$ cat src/rtl/core/ttrm_pkg.sv
`timescale 1ns / 1ps
`default_nettype none
// ---------------------------------------------------------------------------
// ttrm_pkg: shared constants of the task timing running mean monitor
// sizes of the task table, time words, counters and the register map
// ---------------------------------------------------------------------------
package ttrm_pkg;

  // table and arithmetic sizes
  localparam int NUM_TASKS  = 8;
  localparam int TIME_BITS  = 32;
  localparam int COUNT_BITS = 16;

  // beat field widths
  localparam int TASK_ID_W = 3;
  localparam int STAMP_W   = 32;
  localparam int OUT_W     = 32;

  localparam int TASK_IDX_W = (NUM_TASKS > 1) ? $clog2(NUM_TASKS) : 1;

  // mean * count + sample, and the divisor count + 1
  localparam int ACC_W = TIME_BITS + COUNT_BITS;
  localparam int DIV_W = COUNT_BITS + 1;

  // step counter of the shift-add and the bit-serial divide
  localparam int MAX_STEPS = (TIME_BITS > COUNT_BITS) ? TIME_BITS : COUNT_BITS;
  localparam int STEP_W    = $clog2(MAX_STEPS);

  // configuration port
  localparam int CFG_ADDR_W = 3;
  localparam int CFG_DATA_W = 32;
  localparam logic [0:0] REG_MONITOR_ENABLE = 1'b0;

endpackage
`default_nettype wire

$ cat src/rtl/core/ttrm_in_if.sv
`timescale 1ns / 1ps
`default_nettype none
// ---------------------------------------------------------------------------
// ttrm_in_if: task log channel
// valid/ready channel carrying one task run per beat
// ---------------------------------------------------------------------------
interface ttrm_in_if;
  import ttrm_pkg::*;

  logic                 valid;
  logic                 ready;
  logic [TASK_ID_W-1:0] task_id;
  logic [STAMP_W-1:0]   start_stamp;
  logic [STAMP_W-1:0]   end_stamp;

  modport source (output valid, output task_id, output start_stamp, output end_stamp,
                  input ready);
  modport sink (input valid, input task_id, input start_stamp, input end_stamp,
                output ready);
endinterface
`default_nettype wire

$ cat src/rtl/core/ttrm_out_if.sv
`timescale 1ns / 1ps
`default_nettype none
// ---------------------------------------------------------------------------
// ttrm_out_if: task statistics channel
// valid/ready channel carrying the means of one task per beat
// ---------------------------------------------------------------------------
interface ttrm_out_if;
  import ttrm_pkg::*;

  logic             valid;
  logic             ready;
  logic [OUT_W-1:0] mean_period;
  logic [OUT_W-1:0] mean_exec;
  logic             averages_updated;

  modport source (output valid, output mean_period, output mean_exec,
                  output averages_updated, input ready);
  modport sink (input valid, input mean_period, input mean_exec,
                input averages_updated, output ready);
endinterface
`default_nettype wire

$ cat src/rtl/core/task_timing_running_mean.sv
`timescale 1ns / 1ps
`default_nettype none
// ---------------------------------------------------------------------------
// task_timing_running_mean: per-task timing monitor
// keeps last start, mean period, mean execution time and update count per task
// ---------------------------------------------------------------------------
//  channel   dir   handshake        beat contents
//  in_i      in    valid / ready    task_id, start_stamp, end_stamp
//  out_o     out   valid / ready    mean_period, mean_exec, averages_updated
//  apb       in    psel / penable   monitor_enable at word 0
//
//  a beat that updates the means runs the 16-step shift-add multiply and then
//  the 32-step bit-serial divide in both mean units; any other beat skips
//  them and goes straight to the write-back
//  reset clears every table entry at once, no sweep is needed
//  a new beat is taken while the previous result still waits on out_o; the
//  table write-back waits until the output register is free
// ---------------------------------------------------------------------------
module task_timing_running_mean (
  input  logic                            clk_i,
  input  logic                            rst_ni,
  ttrm_in_if.sink                         in_i,
  ttrm_out_if.source                      out_o,
  input  logic                            psel,
  input  logic                            penable,
  input  logic                            pwrite,
  input  logic [ttrm_pkg::CFG_ADDR_W-1:0] paddr,
  input  logic [ttrm_pkg::CFG_DATA_W-1:0] pwdata,
  output logic [ttrm_pkg::CFG_DATA_W-1:0] prdata,
  output logic                            pready
);
  import ttrm_pkg::*;

  typedef enum logic [3:0] {
    T_IDLE  = 4'b0001,
    T_PREP  = 4'b0010,
    T_CALC  = 4'b0100,
    T_WRITE = 4'b1000
  } top_state_e;

  top_state_e              state_q, state_d;

  // captured beat
  logic [TASK_ID_W-1:0]    id_q;
  logic [TIME_BITS-1:0]    start_q;
  logic [TIME_BITS-1:0]    stop_q;
  logic                    upd_q, upd_d;

  // per-task table
  logic [TIME_BITS-1:0]    last_start_q  [NUM_TASKS];
  logic [TIME_BITS-1:0]    period_mean_q [NUM_TASKS];
  logic [TIME_BITS-1:0]    exec_mean_q   [NUM_TASKS];
  logic [COUNT_BITS-1:0]   count_q       [NUM_TASKS];

  logic                    monitor_enable_q;

  // output register
  logic                    out_valid_q;
  logic [OUT_W-1:0]        out_period_q;
  logic [OUT_W-1:0]        out_exec_q;
  logic                    out_upd_q;

  logic [TASK_IDX_W-1:0]   idx;
  logic                    in_range;
  logic [TIME_BITS-1:0]    cur_last;
  logic                    first_call;
  logic [TIME_BITS-1:0]    period;
  logic [TIME_BITS-1:0]    exec_time;
  logic                    go;
  logic                    unit_start;
  logic                    period_done, exec_done;
  logic [TIME_BITS-1:0]    period_new, exec_new;
  logic                    in_fire;
  logic                    wr_fire;
  logic                    cfg_wr;
  logic [TIME_BITS-1:0]    res_period, res_exec;

  // ---------------------------------------------------------------------------
  // configuration port, writes are registered in the access phase
  // ---------------------------------------------------------------------------
  assign pready = 1'b1;
  assign cfg_wr = psel && penable && pwrite;

  always_ff @(posedge clk_i or negedge rst_ni) begin
    if (!rst_ni) begin
      monitor_enable_q <= 1'b0;
    end else if (cfg_wr && (paddr[CFG_ADDR_W-1:2] == REG_MONITOR_ENABLE)) begin
      monitor_enable_q <= pwdata[0];
    end
  end

  assign prdata = (paddr[CFG_ADDR_W-1:2] == REG_MONITOR_ENABLE)
                ? CFG_DATA_W'(monitor_enable_q) : '0;

  // ---------------------------------------------------------------------------
  // table lookup for the captured task
  // ---------------------------------------------------------------------------
  assign idx        = TASK_IDX_W'(id_q);
  assign in_range   = (int'(id_q) < NUM_TASKS);
  assign cur_last   = last_start_q[idx];
  // a stored start of zero means the task has not run yet
  assign first_call = (cur_last == '0);
  // both differences wrap with the timer
  assign period     = start_q - cur_last;
  assign exec_time  = stop_q - start_q;
  assign go         = in_range && !first_call && monitor_enable_q;
  assign unit_start = (state_q == T_PREP) && go;

  // ---------------------------------------------------------------------------
  // two bit-serial mean units run side by side on the same count
  // ---------------------------------------------------------------------------
  ttrm_mean_unit u_period (
    .clk_i   (clk_i),
    .rst_ni  (rst_ni),
    .start_i (unit_start),
    .mean_i  (period_mean_q[idx]),
    .sample_i(period),
    .count_i (count_q[idx]),
    .done_o  (period_done),
    .mean_o  (period_new)
  );

  ttrm_mean_unit u_exec (
    .clk_i   (clk_i),
    .rst_ni  (rst_ni),
    .start_i (unit_start),
    .mean_i  (exec_mean_q[idx]),
    .sample_i(exec_time),
    .count_i (count_q[idx]),
    .done_o  (exec_done),
    .mean_o  (exec_new)
  );

  // ---------------------------------------------------------------------------
  // sequencer
  // ---------------------------------------------------------------------------
  assign in_i.ready = (state_q == T_IDLE);
  assign in_fire    = in_i.valid && (state_q == T_IDLE);
  // write-back and result load once the output register is free
  assign wr_fire    = (state_q == T_WRITE) && (!out_valid_q || out_o.ready);

  always_comb begin
    state_d = state_q;
    upd_d   = upd_q;
    case (state_q)
      T_IDLE: begin
        if (in_i.valid) begin
          state_d = T_PREP;
        end
      end
      T_PREP: begin
        upd_d   = go;
        state_d = go ? T_CALC : T_WRITE;
      end
      T_CALC: begin
        if (period_done && exec_done) begin
          state_d = T_WRITE;
        end
      end
      T_WRITE: begin
        if (wr_fire) begin
          state_d = T_IDLE;
        end
      end
      default: begin
        state_d = T_IDLE;
      end
    endcase
  end

  always_ff @(posedge clk_i or negedge rst_ni) begin
    if (!rst_ni) begin
      state_q <= T_IDLE;
      upd_q   <= 1'b0;
    end else begin
      state_q <= state_d;
      upd_q   <= upd_d;
    end
  end

  // beat capture, stamps taken modulo the time word
  always_ff @(posedge clk_i) begin
    if (in_fire) begin
      id_q    <= in_i.task_id;
      start_q <= TIME_BITS'(in_i.start_stamp);
      stop_q  <= TIME_BITS'(in_i.end_stamp);
    end
  end

  // ---------------------------------------------------------------------------
  // table write-back, cleared by reset
  // ---------------------------------------------------------------------------
  always_ff @(posedge clk_i or negedge rst_ni) begin
    if (!rst_ni) begin
      for (int i = 0; i < NUM_TASKS; i++) begin
        last_start_q[i]  <= '0;
        period_mean_q[i] <= '0;
        exec_mean_q[i]   <= '0;
        count_q[i]       <= '0;
      end
    end else if (wr_fire && in_range) begin
      last_start_q[idx] <= start_q;
      if (upd_q) begin
        period_mean_q[idx] <= period_new;
        exec_mean_q[idx]   <= exec_new;
        // count saturates, the divisor then stays at its top value
        if (count_q[idx] != '1) begin
          count_q[idx] <= count_q[idx] + COUNT_BITS'(1);
        end
      end
    end
  end

  // ---------------------------------------------------------------------------
  // output register
  // ---------------------------------------------------------------------------
  assign res_period = !in_range ? '0 : (upd_q ? period_new : period_mean_q[idx]);
  assign res_exec   = !in_range ? '0 : (upd_q ? exec_new : exec_mean_q[idx]);

  always_ff @(posedge clk_i or negedge rst_ni) begin
    if (!rst_ni) begin
      out_valid_q <= 1'b0;
    end else if (wr_fire) begin
      out_valid_q <= 1'b1;
    end else if (out_o.ready) begin
      out_valid_q <= 1'b0;
    end
  end

  always_ff @(posedge clk_i) begin
    if (wr_fire) begin
      out_period_q <= OUT_W'(res_period);
      out_exec_q   <= OUT_W'(res_exec);
      out_upd_q    <= upd_q && in_range;
    end
  end

  assign out_o.valid            = out_valid_q;
  assign out_o.mean_period      = out_period_q;
  assign out_o.mean_exec        = out_exec_q;
  assign out_o.averages_updated = out_upd_q;

endmodule
`default_nettype wire

$ cat src/rtl/core/ttrm_mean_unit.sv
`timescale 1ns / 1ps
`default_nettype none
// ---------------------------------------------------------------------------
// ttrm_mean_unit: bit-serial running mean
// (mean*n + sample)/(n+1) by shift-add over n, then restoring divide
// ---------------------------------------------------------------------------
module ttrm_mean_unit (
  input  logic                            clk_i,
  input  logic                            rst_ni,
  input  logic                            start_i,
  input  logic [ttrm_pkg::TIME_BITS-1:0]  mean_i,
  input  logic [ttrm_pkg::TIME_BITS-1:0]  sample_i,
  input  logic [ttrm_pkg::COUNT_BITS-1:0] count_i,
  output logic                            done_o,
  output logic [ttrm_pkg::TIME_BITS-1:0]  mean_o
);
  import ttrm_pkg::*;

  typedef enum logic [3:0] {
    U_IDLE = 4'b0001,
    U_MUL  = 4'b0010,
    U_DIV  = 4'b0100,
    U_DONE = 4'b1000
  } unit_state_e;

  unit_state_e             state_q, state_d;
  logic [STEP_W-1:0]       step_q, step_d;
  logic [ACC_W-1:0]        acc_q, acc_d;
  logic [ACC_W-1:0]        mcand_q, mcand_d;
  logic [COUNT_BITS-1:0]   nsh_q, nsh_d;
  logic [DIV_W-1:0]        div_q, div_d;
  logic [DIV_W-1:0]        rem_q, rem_d;
  logic [DIV_W:0]          trial;
  logic                    ge;

  // remainder stays below the divisor, so trial is below twice the divisor
  assign trial = {rem_q, acc_q[TIME_BITS-1]};
  assign ge    = (trial >= {1'b0, div_q});

  always_comb begin
    state_d = state_q;
    step_d  = step_q;
    acc_d   = acc_q;
    mcand_d = mcand_q;
    nsh_d   = nsh_q;
    div_d   = div_q;
    rem_d   = rem_q;
    case (state_q)
      U_IDLE, U_DONE: begin
        if (start_i) begin
          acc_d   = ACC_W'(sample_i);
          mcand_d = ACC_W'(mean_i);
          nsh_d   = count_i;
          div_d   = DIV_W'(count_i) + DIV_W'(1);
          step_d  = STEP_W'(COUNT_BITS - 1);
          state_d = U_MUL;
        end
      end
      U_MUL: begin
        if (nsh_q[0]) begin
          acc_d = acc_q + mcand_q;
        end
        mcand_d = mcand_q << 1;
        nsh_d   = nsh_q >> 1;
        if (step_q == '0) begin
          // quotient fits in a time word, so the high part is below the divisor
          rem_d   = DIV_W'(acc_d[ACC_W-1:TIME_BITS]);
          step_d  = STEP_W'(TIME_BITS - 1);
          state_d = U_DIV;
        end else begin
          step_d = step_q - STEP_W'(1);
        end
      end
      U_DIV: begin
        rem_d = ge ? DIV_W'(trial - {1'b0, div_q}) : DIV_W'(trial);
        acc_d[TIME_BITS-1:0] = {acc_q[TIME_BITS-2:0], ge};
        if (step_q == '0) begin
          state_d = U_DONE;
        end else begin
          step_d = step_q - STEP_W'(1);
        end
      end
      default: begin
        state_d = U_IDLE;
      end
    endcase
  end

  always_ff @(posedge clk_i or negedge rst_ni) begin
    if (!rst_ni) begin
      state_q <= U_IDLE;
      step_q  <= '0;
    end else begin
      state_q <= state_d;
      step_q  <= step_d;
    end
  end

  always_ff @(posedge clk_i) begin
    acc_q   <= acc_d;
    mcand_q <= mcand_d;
    nsh_q   <= nsh_d;
    div_q   <= div_d;
    rem_q   <= rem_d;
  end

  assign done_o = (state_q == U_DONE);
  assign mean_o = acc_q[TIME_BITS-1:0];

endmodule
`default_nettype wire

$ cat src/flat_wrapper.sv
// flat-port wrapper written by rule: the top's interface ports become plain ports
module task_timing_running_mean_flat import ttrm_pkg::*;
  (clk_i, rst_ni, psel, penable, pwrite, paddr, pwdata, prdata, pready, in_i_valid, in_i_task_id, in_i_start_stamp, in_i_end_stamp, in_i_ready, out_o_valid, out_o_mean_period, out_o_mean_exec, out_o_averages_updated, out_o_ready);
  ttrm_in_if in_i_i ();
  ttrm_out_if out_o_i ();
  input  logic clk_i;
  input  logic rst_ni;
  input  logic psel;
  input  logic penable;
  input  logic pwrite;
  input  logic [ttrm_pkg::CFG_ADDR_W-1:0] paddr;
  input  logic [ttrm_pkg::CFG_DATA_W-1:0] pwdata;
  output logic [ttrm_pkg::CFG_DATA_W-1:0] prdata;
  output logic pready;
  input wire logic [$bits(in_i_i.valid)-1:0] in_i_valid;
  input wire logic [$bits(in_i_i.task_id)-1:0] in_i_task_id;
  input wire logic [$bits(in_i_i.start_stamp)-1:0] in_i_start_stamp;
  input wire logic [$bits(in_i_i.end_stamp)-1:0] in_i_end_stamp;
  output wire logic [$bits(in_i_i.ready)-1:0] in_i_ready;
  output wire logic [$bits(out_o_i.valid)-1:0] out_o_valid;
  output wire logic [$bits(out_o_i.mean_period)-1:0] out_o_mean_period;
  output wire logic [$bits(out_o_i.mean_exec)-1:0] out_o_mean_exec;
  output wire logic [$bits(out_o_i.averages_updated)-1:0] out_o_averages_updated;
  input wire logic [$bits(out_o_i.ready)-1:0] out_o_ready;
  assign in_i_i.valid = in_i_valid;
  assign in_i_i.task_id = in_i_task_id;
  assign in_i_i.start_stamp = in_i_start_stamp;
  assign in_i_i.end_stamp = in_i_end_stamp;
  assign in_i_ready = in_i_i.ready;
  assign out_o_valid = out_o_i.valid;
  assign out_o_mean_period = out_o_i.mean_period;
  assign out_o_mean_exec = out_o_i.mean_exec;
  assign out_o_averages_updated = out_o_i.averages_updated;
  assign out_o_i.ready = out_o_ready;
  task_timing_running_mean u_core (.clk_i(clk_i), .rst_ni(rst_ni), .in_i(in_i_i), .out_o(out_o_i), .psel(psel), .penable(penable), .pwrite(pwrite), .paddr(paddr), .pwdata(pwdata), .prdata(prdata), .pready(pready));
endmodule
$ cat config.mk
export PLATFORM = sky130hd
export DESIGN_NAME = task_timing_running_mean_flat
export DESIGN_NICKNAME = d
export VERILOG_FILES = /design/src/rtl/core/ttrm_pkg.sv /design/src/rtl/core/ttrm_in_if.sv /design/src/rtl/core/ttrm_out_if.sv /design/src/rtl/core/task_timing_running_mean.sv /design/src/rtl/core/ttrm_mean_unit.sv /design/src/flat_wrapper.sv
export SDC_FILE = /design/constraint.sdc
export NUM_CORES = 2
export LEC_CHECK = 0
export BUFFER_PORTS_ARGS = -buffer_cell sky130_fd_sc_hd__buf_2
export CAP_MARGIN = 0
export CORE_UTILIZATION = 35
export DETAILED_ROUTE_END_ITERATION = 10
export PLACE_DENSITY = 0.54
export SKIP_CTS_REPAIR_TIMING = 1
export SYNTH_ARGS = -nofsm -noshare
export SYNTH_HDL_FRONTEND = slang
export SYNTH_SLANG_ARGS = --single-unit
$ cat constraint.sdc
create_clock -name clk_i -period 13.9 [get_ports clk_i]
set_input_delay 2.78 -clock clk_i [delete_from_list [all_inputs] [get_ports clk_i]]
set_output_delay 2.78 -clock clk_i [all_outputs]
set_load 0.1 [all_outputs]
==> out/qor.txt <==
SYNTHESIS
--------------------------------------------------------------------------------------
Cells after synthesis                                                             5993
Netlist area before placement                                                67300 um2
Fraction of synthesis flops using an asynchronous set or reset pin               68.5%
Count of state elements after synthesis                                           1345
Sequential area share after synthesis                                            53.2%
Number of warnings reported in the yosys synthesis log                               0
Synth Flop Type                                                                dfrtp_1
Area share of the leading cell type in the synthesized netlist                   34.1%
Avg Synthesized Cell Area                                                     11.2 um2
Number of enable flip-flop cells after synthesis                                   424
Main area contributors after synthesis                                    dfrtp_1, edfxtp_1, mux2_2
Cell accounting for the most synthesized area                                  dfrtp_1
Yosys cell types                                                                    82

CLOCKING
--------------------------------------------------------------------------------------
Clock Path Buffers                                                                   3
Clock slew at the register clock pins of the worst setup and hold paths        0.06 ns
Sinks on the clock net                                                            1345
Cts bufs inserted                                                                  154
H-Tree Depth                                                                         4
Root buf cell                                                                clkbuf_16
Clock tree from TritonCTS                                                          yes
Clk_lat worst skew                                                             0.83 ns

DETAILED ROUTING
--------------------------------------------------------------------------------------
Number of detailed-route iterations in the first pass                                5
Vias/cell                                                                         5.52
Detail-routed net length per standard cell                                     24.2 um
Via count                                                                        47600
Number of nets with antenna violations after detailed routing                        0
Initial drt markers                                                               3730
Wirelength, routed                                                              208 mm
DR DRC count                                                                         0

TIMING
--------------------------------------------------------------------------------------
Setup-failing EPs final                                                              0
Worst Hold Slack                                                              0.476 ns
Final worst-path setup slack                                                   6.87 ns
Minimum clock period                                                           7.03 ns
Slew headroom                                                                    15.0%
RSZ-0062 raised after global routing                                             false
Transition at the pin with the smallest max-transition slack                   1.27 ns
Endpoints failing hold                                                               0
Share of the cycle needed by the critical path after routing                     50.6%
Worst clock skew                                                             0.0316 ns
Total negative slack for setup checks                                             0 ns
Max-slew violation total from the final report                                       0
Top achievable clock speed                                                     142 MHz

PLACEMENT
--------------------------------------------------------------------------------------
Detailed placement HPWL                                                         138 mm
Pre-CTS worst setup slack                                                      6.82 ns
# port buffers                                                                     143
GPL Wtd Cong                                                                     0.899
Number of instances in the placed design                                          8339
Post-place instance area                                                     70400 um2

FLOORPLAN
--------------------------------------------------------------------------------------
Full die area                                                               194000 um2
Count of boundary I/O pins                                                         209
Die Y-Extent                                                                    440 um
Initial Util                                                                     35.3%
Total number of placement rows                                                     160
Overall die width                                                               440 um
Total core area                                                             191000 um2

SETUP PATH
--------------------------------------------------------------------------------------
Startpoint Class                                                              register
CP Capture Type                                                               register
Maximum cell stage delay along the critical path                               0.79 ns
Crit Reg-Reg Startpoint                                                   u_core.id_q[0]$_DFFE_PP_
Crit-path max FO                                                                    45
Number of cell instances on the worst register-to-register path                     16
Largest delay contributor family on the critical path                     compound AO/OA/AOI/OAI gates
Total buffers and inverters traversed by the critical path                           3
Master of the slowest instance on the critical path                              buf_4
Reg2Reg Capture Point                                                     u_core.u_period.acc_q[29]$_DFFE_PP_
Data arrival at the endpoint of the critical path                              7.57 ns
Required arrival time at the worst endpoint                                   14.43 ns
Critical Setup Path Class                                                   reg -> reg
Most numerous cell on the critical path                                          buf_4
Cell Chain, Critical Path                                                 buf_4 > buf_4 > buf_4 > mux4_2 > mux2i_1 > ha_1 > nor2b_1 > o2111ai_1 > nand4b_1 > a221oi_1 > o211ai_1 > a41oi_1 > a211oi_1 > a21oi_1 > xor2_1 > o21ai_0
Register-to-Register Setup Slack                                               6.87 ns

HOLD PATH
--------------------------------------------------------------------------------------
Min-Delay Endpoint                                                        u_core.last_start_q[30]$_DFFE_PN0P_
Hold Path Stages                                                                     2
HP Class                                                                    reg -> reg
HP Start                                                                  u_core.last_start_q[30]$_DFFE_PN0P_

PWR
--------------------------------------------------------------------------------------
Worst IR drop on VDD                                                           95.9 uV
Total leakage power                                                            32.8 nW
Power density relative to cell area                                         163 nW/um2

GLOBAL ROUTING
--------------------------------------------------------------------------------------
Via count of the first global-routing pass                                       47300
Gr usage total                                                                   21.3%
Grt total ovfl                                                                       0
Largest net degree at the start of global routing                                  169
Number of antenna violations at the first check in global routing                    9
Wire length of the first global-routing pass                                    310 mm

FINISH
--------------------------------------------------------------------------------------
Commonest cells after routing, fill and taps aside                        dfrtp_1, o21ai_0, mux2_2, nand2_1, edfxtp_1
Most common cell after layout, fill and taps aside                             dfrtp_1
Total number of nets in the final design                                          6294
Finished Layout Cells                                                             8625
Fraction of final layout cells with drive strength greater than 1                19.2%
P&R area growth vs syn                                                           12.3%
Post-route design area                                                       75500 um2

STATUS
--------------------------------------------------------------------------------------
Result of the run                                                            completed

FLOW RUN
--------------------------------------------------------------------------------------
MaxCap Viol Count                                                                    0

-- logic make-up after synthesis --
group                      Yosys count  share of synthesized area, %
AOI/OAI and AO/OA                 1546                          14.3
buffers and inverters              567                          3.54
adders and majority gates          201                          3.80
muxes                              751                          13.6
other                                2                        0.0112
xor gates and xnor gates           182                          2.37
DFF                               1345                          53.2
and+or+nand+nor                   1399                          9.24
-- tightest hold or removal path, cell delays in order, from the launching register on --
cell	delay, ns
dfrtp_1	0.33
nand2_1	0.04
o21ai_0	0.06
-- flip-flops by register name, indices dropped and copies added (netlist names), 16 cells and up --
signal                    flops
u_core.count_q              128
u_core.exec_mean_q          256
u_core.last_start_q         256
u_core.out_o.mean_exec       32
u_core.out_o.mean_period     32
u_core.period_mean_q        256
u_core.start_q               32
u_core.stop_q                32
u_core.u_exec.acc_q          48
u_core.u_exec.div_q          17
u_core.u_exec.mcand_q        48
u_core.u_exec.nsh_q          16
u_core.u_exec.rem_q          17
u_core.u_period.acc_q        48
u_core.u_period.div_q        17
u_core.u_period.mcand_q      48
u_core.u_period.nsh_q        16
u_core.u_period.rem_q        17
-- routing by layer --
| metal | global-route usage (%) | up-vias | routed length, um | part of all wire (%) |
|---|---|---|---|---|
| met3 | 3.06 | 267 | 10400 | 5.0 |
| met5 | 0 | - | 16 | 0.0077 |
| met4 | 6.52 | 4 | 5940 | 2.9 |
| met2 | 34.0 | 1238 | 96000 | 46 |
| met1 | 29.9 | 24300 | 96100 | 46 |
| li1 | - | 21800 | - | - |
-- how the worst max path moves through the flow --
stage               cells after the start                     start                             endpoint  slack (ns)
floorplan                               1                  paddr[2]                            prdata[0]        7.00
global placement                       16  u_core.id_q[0]$_DFFE_PP_  u_core.u_period.acc_q[29]$_DFFE_PP_        6.80
detailed placement                     16  u_core.id_q[0]$_DFFE_PP_  u_core.u_period.acc_q[29]$_DFFE_PP_        6.82
CTS                                    16  u_core.id_q[0]$_DFFE_PP_  u_core.u_period.acc_q[29]$_DFFE_PP_        6.77
global route                           17  u_core.id_q[0]$_DFFE_PP_  u_core.u_period.acc_q[24]$_DFFE_PP_        6.41
finish                                 16  u_core.id_q[0]$_DFFE_PP_  u_core.u_period.acc_q[29]$_DFFE_PP_        6.87
-- cell usage after synthesis (19+ instances only) --
| cell | number |
|---|---|
| a211oi_1 | 59 |
| a21o_1 | 93 |
| a21oi_1 | 281 |
| a221o_1 | 19 |
| a221oi_1 | 24 |
| a22oi_1 | 260 |
| a31oi_1 | 29 |
| and2_1 | 53 |
| buf_1 | 89 |
| buf_4 | 57 |
| clkbuf_1 | 259 |
| dfrtp_1 | 918 |
| edfxtp_1 | 424 |
| ha_1 | 195 |
| inv_1 | 138 |
| mux2_2 | 562 |
| mux2i_1 | 117 |
| mux4_2 | 72 |
| nand2_1 | 572 |
| nand2b_1 | 29 |
| nand3_1 | 72 |
| nand4_1 | 70 |
| nor2_1 | 395 |
| nor2b_1 | 35 |
| nor3_1 | 80 |
| o21a_1 | 25 |
| o21ai_0 | 586 |
| o21bai_1 | 27 |
| o31ai_1 | 20 |
| xnor2_1 | 100 |
| xor2_1 | 82 |
-- final cells by class --
type / count / area, um2
inverter: 142 / 533
fill: 18500 / 115000
tap: 2511 / 3140
antenna: 2 / 5.00
sequential: 1345 / 35800
timing repair buffer: 230 / 1420
clock buffer: 215 / 4380
multi-input combinational: 4111 / 29500
clock inverter: 69 / 796
-- stage by stage --
stage	util, %	total power, mW
floorplan	-	6.94
global placement	36.9	8.14
detailed placement	36.9	8.18
CTS	39.6	12.4
global route	39.6	12.8
finish	39.6	12.3
-- power breakdown --
| part | total, mW | internal (mW) | switching [mW] | leakage, nW |
|---|---|---|---|---|
| clock | 4.14 | 2.38 | 1.76 | 2.52 |
| combinational | 3.18 | 1.06 | 2.12 | 13.7 |
| sequential | 4.96 | 4.62 | 0.338 | 16.6 |
| total | 12.3 | 8.07 | 4.22 | 32.8 |
No activity file was read; power rests on OpenSTA's default activity.
